===== config.mk =====
export PLATFORM = sky130hd
export DESIGN_NAME = ac3_dts_header_classifier
export DESIGN_NICKNAME = d
export VERILOG_FILES = /design/src/design/adhc_pkg.sv /design/src/design/adhc_ac3_parse.sv /design/src/design/adhc_dts_parse.sv /design/src/design/ac3_dts_header_classifier.sv
export SDC_FILE = /design/constraint.sdc
export NUM_CORES = 1
export LEC_CHECK = 0
export ABC_AREA = 1
export BUFFER_PORTS_ARGS = -buffer_cell sky130_fd_sc_hd__clkbuf_2
export CORE_MARGIN = 2
export CORE_UTILIZATION = 53
export CTS_BUF_LIST = sky130_fd_sc_hd__clkbuf_8
export DETAILED_ROUTE_END_ITERATION = 16
export PLACE_DENSITY = 0.84
export SYNTH_ARGS = -nofsm -noshare
export SYNTH_HDL_FRONTEND = slang
export SYNTH_SLANG_ARGS = --single-unit

===== constraint.sdc =====
create_clock -name clk_i -period 3.6 [get_ports clk_i]
set_clock_uncertainty 0.15 [all_clocks]
set_input_delay 0.54 -clock clk_i [delete_from_list [all_inputs] [get_ports clk_i]]
set_output_delay 0.54 -clock clk_i [all_outputs]
set_load 0.005 [all_outputs]

===== src/design/adhc_pkg.sv =====
// ----------------------------------------------------------------------------
// adhc_pkg
// Shared types, constants and lookup tables for the AC-3 / E-AC-3 / DTS
// sync header classifier.
// ----------------------------------------------------------------------------
package adhc_pkg;

  // Ten-byte candidate window, byte 0 in the lowest bits
  typedef logic [9:0][7:0] window_t;

  typedef enum logic [2:0] {
    KIND_NONE     = 3'd0,
    KIND_AC3      = 3'd1,
    KIND_EAC3     = 3'd2,
    KIND_DTS_512  = 3'd3,
    KIND_DTS_1024 = 3'd4,
    KIND_DTS_2048 = 3'd5
  } kind_e;

  typedef struct packed {
    logic        valid;
    kind_e       kind;
    logic [14:0] frame_bytes;
    logic [17:0] sample_rate;
    logic [2:0]  repeat_count;
    logic        little_endian;
  } hdr_res_t;

  localparam logic [7:0]  AC3_SYNC0     = 8'h0B;
  localparam logic [7:0]  AC3_SYNC1     = 8'h77;
  localparam logic [4:0]  BSID_AC3_MAX  = 5'd10;
  localparam logic [4:0]  BSID_MAX      = 5'd17;
  localparam logic [5:0]  FRMSIZE_MAX   = 6'd37;
  localparam logic [1:0]  FSCOD_RSVD    = 2'd3;
  localparam logic [1:0]  STRMTYP_RSVD  = 2'd3;

  localparam logic [31:0] DTS14_BE_SYNC = 32'h1FFFE800;
  localparam logic [31:0] DTS14_LE_SYNC = 32'hFF1F00E8;
  localparam logic [31:0] DTS16_BE_SYNC = 32'h7FFE8001;
  localparam logic [31:0] DTS16_LE_SYNC = 32'hFE7F0180;
  localparam logic [7:0]  DTS14_EXT_HI  = 8'h07;
  localparam logic [7:0]  DTS14_EXT_LO  = 8'hF0;
  localparam logic [7:0]  DTS_TERM_MASK = 8'h7C;
  localparam logic [14:0] DTS_FSZ_MIN   = 15'd96;
  localparam logic [14:0] DTS_FSZ_MAX   = 15'd16384;
  localparam logic [6:0]  DTS_BLK_512   = 7'd15;
  localparam logic [6:0]  DTS_BLK_1024  = 7'd31;
  localparam logic [6:0]  DTS_BLK_2048  = 7'd63;

  // AC-3 bit rate in kbit/s by frame-size code / 2
  function automatic logic [9:0] ac3_kbps(input logic [4:0] idx);
    logic [9:0] r;
    unique case (idx)
      5'd0:    r = 10'd32;
      5'd1:    r = 10'd40;
      5'd2:    r = 10'd48;
      5'd3:    r = 10'd56;
      5'd4:    r = 10'd64;
      5'd5:    r = 10'd80;
      5'd6:    r = 10'd96;
      5'd7:    r = 10'd112;
      5'd8:    r = 10'd128;
      5'd9:    r = 10'd160;
      5'd10:   r = 10'd192;
      5'd11:   r = 10'd224;
      5'd12:   r = 10'd256;
      5'd13:   r = 10'd320;
      5'd14:   r = 10'd384;
      5'd15:   r = 10'd448;
      5'd16:   r = 10'd512;
      5'd17:   r = 10'd576;
      5'd18:   r = 10'd640;
      default: r = 10'd0;
    endcase
    return r;
  endfunction

  // floor(320 * kbps / 147): 16-bit words per frame at 44.1 kHz, before padding
  function automatic logic [10:0] ac3_words_44k(input logic [4:0] idx);
    logic [10:0] w;
    unique case (idx)
      5'd0:    w = 11'd69;
      5'd1:    w = 11'd87;
      5'd2:    w = 11'd104;
      5'd3:    w = 11'd121;
      5'd4:    w = 11'd139;
      5'd5:    w = 11'd174;
      5'd6:    w = 11'd208;
      5'd7:    w = 11'd243;
      5'd8:    w = 11'd278;
      5'd9:    w = 11'd348;
      5'd10:   w = 11'd417;
      5'd11:   w = 11'd487;
      5'd12:   w = 11'd557;
      5'd13:   w = 11'd696;
      5'd14:   w = 11'd835;
      5'd15:   w = 11'd975;
      5'd16:   w = 11'd1114;
      5'd17:   w = 11'd1253;
      5'd18:   w = 11'd1393;
      default: w = 11'd0;
    endcase
    return w;
  endfunction

  function automatic logic [17:0] ac3_rate(input logic [1:0] code);
    logic [17:0] r;
    unique case (code)
      2'd0:    r = 18'd48000;
      2'd1:    r = 18'd44100;
      2'd2:    r = 18'd32000;
      default: r = 18'd0;
    endcase
    return r;
  endfunction

  function automatic logic [17:0] dts_rate(input logic [3:0] code);
    logic [17:0] r;
    unique case (code)
      4'd1:    r = 18'd8000;
      4'd2:    r = 18'd16000;
      4'd3:    r = 18'd32000;
      4'd4:    r = 18'd64000;
      4'd5:    r = 18'd128000;
      4'd6:    r = 18'd11025;
      4'd7:    r = 18'd22050;
      4'd8:    r = 18'd44100;
      4'd9:    r = 18'd88200;
      4'd10:   r = 18'd176400;
      4'd11:   r = 18'd12000;
      4'd12:   r = 18'd24000;
      4'd13:   r = 18'd48000;
      4'd14:   r = 18'd96000;
      4'd15:   r = 18'd192000;
      default: r = 18'd0;
    endcase
    return r;
  endfunction

endpackage


===== src/design/adhc_ac3_parse.sv =====
// ----------------------------------------------------------------------------
// adhc_ac3_parse
// Combinational AC-3 / E-AC-3 sync header decode of one window.
// ----------------------------------------------------------------------------
module adhc_ac3_parse import adhc_pkg::*; (
  input  window_t  win_i,
  output hdr_res_t res_o
);

  logic        sync;
  logic [4:0]  bsid;
  logic [1:0]  fscod;
  logic [5:0]  frmsizecod;
  logic [1:0]  numblk_cod;
  logic [9:0]  kbps;
  logic [10:0] words_44k;
  logic [11:0] ac3_words;
  logic [11:0] eac3_words;
  logic [17:0] fs_rate;
  logic [17:0] cod_rate;
  logic        ac3_ok;
  logic        eac3_ok;

  assign sync       = (win_i[0] == AC3_SYNC0) && (win_i[1] == AC3_SYNC1);
  assign bsid       = win_i[5][7:3];
  assign fscod      = win_i[4][7:6];
  assign frmsizecod = win_i[4][5:0];
  assign numblk_cod = win_i[4][5:4];
  assign kbps       = ac3_kbps(frmsizecod[5:1]);
  assign words_44k  = ac3_words_44k(frmsizecod[5:1]);
  assign fs_rate    = ac3_rate(fscod);
  assign cod_rate   = ac3_rate(numblk_cod);

  always_comb begin
    unique case (fscod)
      2'd0:    ac3_words = {1'b0, kbps, 1'b0};
      2'd1:    ac3_words = {1'b0, words_44k + 11'(frmsizecod[0])};
      2'd2:    ac3_words = {kbps, 2'b00};
      default: ac3_words = '0;
    endcase
  end

  assign eac3_words = {1'b0, win_i[2][2:0], win_i[3]} + 12'd1;

  assign ac3_ok  = sync && (bsid <= BSID_AC3_MAX) && (fscod != FSCOD_RSVD) &&
                   (frmsizecod <= FRMSIZE_MAX);
  assign eac3_ok = sync && (bsid > BSID_AC3_MAX) && (bsid <= BSID_MAX) &&
                   (win_i[2][7:6] != STRMTYP_RSVD) &&
                   !((fscod == FSCOD_RSVD) && (numblk_cod == FSCOD_RSVD));

  always_comb begin
    res_o = '0;
    if (ac3_ok) begin
      res_o.valid        = 1'b1;
      res_o.kind         = KIND_AC3;
      res_o.frame_bytes  = {2'b00, ac3_words, 1'b0};
      res_o.sample_rate  = fs_rate;
      res_o.repeat_count = 3'd1;
    end else if (eac3_ok) begin
      res_o.valid       = 1'b1;
      res_o.kind        = KIND_EAC3;
      res_o.frame_bytes = {2'b00, eac3_words, 1'b0};
      // reported rate is four times the coded rate
      if (fscod == FSCOD_RSVD) begin
        // reduced-rate code, half rate, always six blocks
        res_o.sample_rate  = {cod_rate[16:0], 1'b0};
        res_o.repeat_count = 3'd1;
      end else begin
        res_o.sample_rate = {fs_rate[15:0], 2'b00};
        unique case (numblk_cod)
          2'd0:    res_o.repeat_count = 3'd6;
          2'd1:    res_o.repeat_count = 3'd3;
          2'd2:    res_o.repeat_count = 3'd2;
          default: res_o.repeat_count = 3'd1;
        endcase
      end
    end
  end

endmodule


===== src/design/adhc_dts_parse.sv =====
// ----------------------------------------------------------------------------
// adhc_dts_parse
// Combinational DTS core sync header decode of one window: 14/16-bit
// packing, either byte order.
// ----------------------------------------------------------------------------
module adhc_dts_parse import adhc_pkg::*; (
  input  window_t  win_i,
  output hdr_res_t res_o
);

  logic [31:0] preamble;
  logic        hit;
  logic [6:0]  blk;
  logic [3:0]  sr;
  logic        le;
  logic [7:0]  hdr_byte;
  logic [13:0] fsz_field;
  logic [14:0] fsz;
  logic        term_ok;
  logic        size_ok;
  kind_e       kind;

  assign preamble = {win_i[0], win_i[1], win_i[2], win_i[3]};

  always_comb begin
    hit = 1'b1;
    blk = '0;
    sr  = '0;
    le  = 1'b0;
    priority if (preamble == DTS14_BE_SYNC) begin
      hit = (win_i[4] == DTS14_EXT_HI) && (win_i[5] == DTS14_EXT_LO);
      blk = {win_i[5][2:0], win_i[6][5:2]};
      sr  = win_i[8][5:2];
    end else if (preamble == DTS14_LE_SYNC) begin
      hit = (win_i[5] == DTS14_EXT_HI) && (win_i[4] == DTS14_EXT_LO);
      blk = {win_i[4][2:0], win_i[7][5:2]};
      sr  = win_i[9][5:2];
      le  = 1'b1;
    end else if (preamble == DTS16_BE_SYNC) begin
      blk = {1'b0, win_i[5][7:2]};
      sr  = win_i[8][5:2];
    end else if (preamble == DTS16_LE_SYNC) begin
      blk = {1'b0, win_i[4][7:2]};
      sr  = win_i[9][5:2];
      le  = 1'b1;
    end else begin
      hit = 1'b0;
    end
  end

  assign hdr_byte  = le ? win_i[5] : win_i[4];
  assign fsz_field = le ? {win_i[4][1:0], win_i[7], win_i[6][7:4]}
                        : {win_i[5][1:0], win_i[6], win_i[7][7:4]};
  assign fsz       = {1'b0, fsz_field} + 15'd1;

  // normal frame: the five bits after the frame-type bit must all be set
  assign term_ok = !hdr_byte[7] || ((hdr_byte & DTS_TERM_MASK) == DTS_TERM_MASK);
  assign size_ok = (fsz >= DTS_FSZ_MIN) && (fsz <= DTS_FSZ_MAX);

  always_comb begin
    priority if (blk == DTS_BLK_512)  kind = KIND_DTS_512;
    else if (blk == DTS_BLK_1024)     kind = KIND_DTS_1024;
    else if (blk == DTS_BLK_2048)     kind = KIND_DTS_2048;
    else                              kind = KIND_NONE;
  end

  always_comb begin
    res_o = '0;
    if (hit && (sr != 4'd0) && term_ok && size_ok && (kind != KIND_NONE)) begin
      res_o.valid         = 1'b1;
      res_o.kind          = kind;
      res_o.frame_bytes   = fsz;
      res_o.sample_rate   = dts_rate(sr);
      res_o.repeat_count  = 3'd1;
      res_o.little_endian = le;
    end
  end

endmodule


===== src/design/ac3_dts_header_classifier.sv =====
// ----------------------------------------------------------------------------
// ac3_dts_header_classifier
// AC-3 / E-AC-3 / DTS sync header classifier, one window per beat.
// ----------------------------------------------------------------------------
// Each input beat carries a ten-byte window taken at a candidate stream
// position and yields exactly one result beat saying whether the window
// starts an acceptable AC-3, E-AC-3 or DTS frame header; AC-3 / E-AC-3 wins
// over DTS. A new window is taken every cycle unless the output stalls;
// a window passes through one input register and one result register, and
// a stall on the output backs up through both registers. No CRC check
// is done. A rejected window returns all fields zero.
module ac3_dts_header_classifier import adhc_pkg::*; (
  input  logic        clk_i,
  input  logic        rst_ni,
  input  logic        s_axis_tvalid,
  output logic        s_axis_tready,
  input  logic [79:0] s_axis_tdata,  // byte0[7:0] .. byte9[79:72]
  output logic        m_axis_tvalid,
  input  logic        m_axis_tready,
  output logic [39:0] m_axis_tdata,  // frame_bytes[14:0], sample_rate[32:15],
                                     // repeat_count[35:33], zero[39:36]
  output logic [4:0]  m_axis_tuser   // valid_res[0], stream_kind[3:1],
                                     // little_endian[4]
);

  logic     in_valid_q, in_valid_d;
  logic     out_valid_q, out_valid_d;
  window_t  win_q;
  hdr_res_t res_q, res_d;
  hdr_res_t ac3_res;
  hdr_res_t dts_res;
  logic     in_ready;
  logic     out_ready;

  assign out_ready = !out_valid_q || m_axis_tready;
  assign in_ready  = !in_valid_q || out_ready;

  assign in_valid_d  = in_ready ? s_axis_tvalid : in_valid_q;
  assign out_valid_d = out_ready ? in_valid_q : out_valid_q;

  always_ff @(posedge clk_i or negedge rst_ni) begin
    if (!rst_ni) begin
      in_valid_q  <= 1'b0;
      out_valid_q <= 1'b0;
    end else begin
      in_valid_q  <= in_valid_d;
      out_valid_q <= out_valid_d;
    end
  end

  always_ff @(posedge clk_i) begin
    if (s_axis_tvalid && in_ready) begin
      win_q <= s_axis_tdata;
    end
    if (in_valid_q && out_ready) begin
      res_q <= res_d;
    end
  end

  adhc_ac3_parse u_ac3 (
    .win_i (win_q),
    .res_o (ac3_res)
  );

  adhc_dts_parse u_dts (
    .win_i (win_q),
    .res_o (dts_res)
  );

  always_comb begin
    priority if (ac3_res.valid) res_d = ac3_res;
    else if (dts_res.valid)     res_d = dts_res;
    else                        res_d = '0;
  end

  assign s_axis_tready = in_ready;
  assign m_axis_tvalid = out_valid_q;
  assign m_axis_tdata  = {4'b0000, res_q.repeat_count, res_q.sample_rate,
                          res_q.frame_bytes};
  assign m_axis_tuser  = {res_q.little_endian, res_q.kind, res_q.valid};

endmodule


==> results.md <==
* Status: complete, no violations
* Antenna-violating nets left at 0
* Initial DRT Pass Iterations at 6
* CP max FO at 7
* Antenna cell count at 0
* Post-synth EDFFs at 113
* Clock buffer depth at 2
* Iter 0 DRT Violations at 608
* Syn-to-layout area delta at 24.7%
* Largest net degree at the start of global routing at 54
* CP required at 3770 ps
* Post-synthesis mux area share at 0%
* Area of the multi-input gates at 0.00354 mm²
* Adder-cell share of the synthesized area at 5.25%
* Hold crit path type: input port to register
* Syn Inst Count at 911
* Power share of the combinational group at 12.8%
* Count leader, synth: nand2_1
* Yosys reg bits at 130
* Die span in y at 124 µm
* Rel. slew slack at 49.4%
* Post-synth top area cell: edfxtp_1
* Worst slew pin tran at 751 ps
* Initial Util at 54.5%
* WP data arrival at 3670 ps
* Number of global-route vias before repair at 6252
* Core Util, Final at 68.0%
* WL final at 20.4 mm
* Routability cong. at 0.951
* I/O Pins at 131
* DR vias/cell at 5.45
* Ranking of synthesized cells by area: edfxtp_1 45%, nand2_1 12%, inv_1 5.6%
* Final hold slack at 109 ps
* Fin. Hold Viols at 0
* Num CTS Buffers at 17
* Worst Setup Path Type: register to register
* Std-Cell Rows at 43
* Post-DP HPWL at 15.3 mm
* Asr flop ratio synth at 1.54%
* Peak VDD IR at 0.000299 V
* Mean post-synth cell area at 8.37 µm²
* Power density over the cells at 391 mW/mm²
* Max-cap violation count at 0
* Fmax at 286 MHz
* PortBufs at 118
* GRT Residual Overflow at 0
* Final instance area at 0.00951 mm²
* Worst setup SP type: register
* Initial antenna violation count at 0
* Post-synthesis xor/xnor area fraction at 0.689%
* DRC viols at 0
* Die X-Extent at 124 µm
* Area after DPL at 0.00859 mm²
* Post-Syn Area at 0.00762 mm²
* Sink Count at 130
* Tcrit/Tclk final at 97.3%
* Root cell of the clock tree: clkbuf_8
* Leak at 0.00432 µW
* Final setup viols at 0
* Sw power at 947 µW
* Tot GR Track Use at 26.5%
* Syn. warnings at 0
* Cell variety after synth at 48
* TritonCTS clock tree: built
* Share of cells above drive strength 1 at 27.1%
* Dpl cells at 1220
* Seq pwr share at 50.4%
* Nets at 1202
* Tmin final at 3500 ps
* Setup ws final at 98.3 ps
* Simple-gate share of the synthesized area at 29.7%
* First-pass GRT wire length at 30.7 mm
* CTS H-tree depth at 4
* Fraction of the mapped netlist area in compound gates at 7.76%
* Share of the synthesized area in the top cell type at 44.5%
* Die area at 0.0154 mm²
* Worst-skew pair later-pin latency at 450 ps
* Clk pwr share at 36.8%
* Core footprint at 0.0140 mm²
* Critical path capture point type: register
* Final cell count without fillers at 1279
* Clock transition at path regs at 80 ps
* R2R depth at 22
* Routed len/inst at 15.9 µm
* Sequential cell area at 0.00374 mm²
* Setup WS pre-CTS at 34.5 ps
* Max-slew violations at 0
* Top cells by count, synth: 250 x nand2_1, 113 x edfxtp_1, 113 x inv_1
* Post-synth top flop: edfxtp_1
* Fillers at 1105
* RSZ-0062 raised after global routing: true
* Cell internal pwr at 2770 µW
* Hold depth at 1
* Sw frac at 25.5%
* DR vias at 6966
* Largest family of logic cells by synthesized area: simple AND/OR/NAND/NOR gates
* Sequential area share after synthesis at 49.1%
==> placed cells by master (no fill, tap or decap), types with 18 or more instances in the layout <==
master and count:
buf_4 39, clkbuf_2 118, edfxtp_1 113, ha_1 29, inv_1 106, nand2_1 229
nand2_2 27, nand3_1 66, nand3_2 18, nor2_1 87, o21ai_0 41
==> area by class of cell <==
class,instances,area share [%]
sequential,130,39.4
timing repair buffer,169,11.7
multi-input combinational,646,37.2
tap,180,2.37
clock inverter,15,2.08
inverter,122,4.81
clock buffer,17,2.46
==> final timing paths <==
| kind | startpoint | endpoint | slack [ps] |
|---|---|---|---|
| hold / removal | s_axis_tdata[18] | win_q[18]$_DFFE_PP_ | 110 |
| hold reg to reg | in_valid_q$_DFFE_PN0N_ | m_axis_tvalid$_DFFE_PN0P_ | 390 |
| setup / recovery | win_q[28]$_DFFE_PP_ | m_axis_tdata[5]$_DFFE_PP_ | 100 |
| setup reg to reg | win_q[28]$_DFFE_PP_ | m_axis_tdata[5]$_DFFE_PP_ | 100 |
| min in group asynchronous | rst_ni | in_valid_q$_DFFE_PN0N_ | 290 |
| max in group asynchronous | rst_ni | m_axis_tvalid$_DFFE_PN0P_ | 2910 |
==> sequential cells by signal, indices dropped and copies added, names as in the netlist <==
name / count
in_valid_q: 1
m_axis_tdata: 36
m_axis_tuser: 5
m_axis_tvalid: 1
u_ac3.kbps: 5
u_ac3.words_44k: 10
win_q: 72
==> power groups by stage <==
stage,registers [µW],logic [µW],clock network [µW]
after floorplan,1890,264,0
after global placement,1900,441,0
after detailed placement,1900,445,0
after CTS,1870,450,1380
after global routing,1890,535,1450
final,1870,476,1370
==> timing repair <==
item                                   4_1_cts  5_1_grt
resized for setup                            2       64
endpoints found under the hold margin        2        0
pin swaps                                    2       36
cloned                                       1        5
hold buffers                                 1        0
buffers inserted                             0       21
setup endpoints to repair                    1       39
==> layer usage <==
layer  track usage (%)  vias to the layer above  wire, µm
li1                  -                     3400         -
met1              34.8                     3157      8550
met2              43.4                      360      9690
met3              4.81                       49      1530
met4              11.2                        0       599
met5                 0                        -         0
==> cell families after synthesis <==
group | after synthesis
adders and majority gates | 32
buffers and inverters | 139
xor gates and xnor gates | 6
and+or+nand+nor | 505
AOI/OAI and AO/OA | 98
DFF | 130
other | 1
==> through the flow <==
stage	total power [µW]	TNS, ps
global route	3870	-788
finish	3720	0
CTS	3710	0
floorplan	2150	0
global placement	2340	0
detailed placement	2350	0
==> critical path: stages, from the launching register on <==
cell and delay (ps):
edfxtp_1 440, inv_2 100, nand2_2 80, nor2_4 120
nand4_1 140, nor4_1 320, nand4_1 240, nand2_2 220
nand2_2 70, o21ai_2 70, inv_2 80, ha_2 200
inv_1 70, nor2_2 60, nand2_1 90, nand3_2 70
a21oi_2 120, nand2_2 90, nor2_4 170, buf_12 160
buf_12 120, nand3_2 80, nand2_1 100
Power figures use the tool's default switching activity.
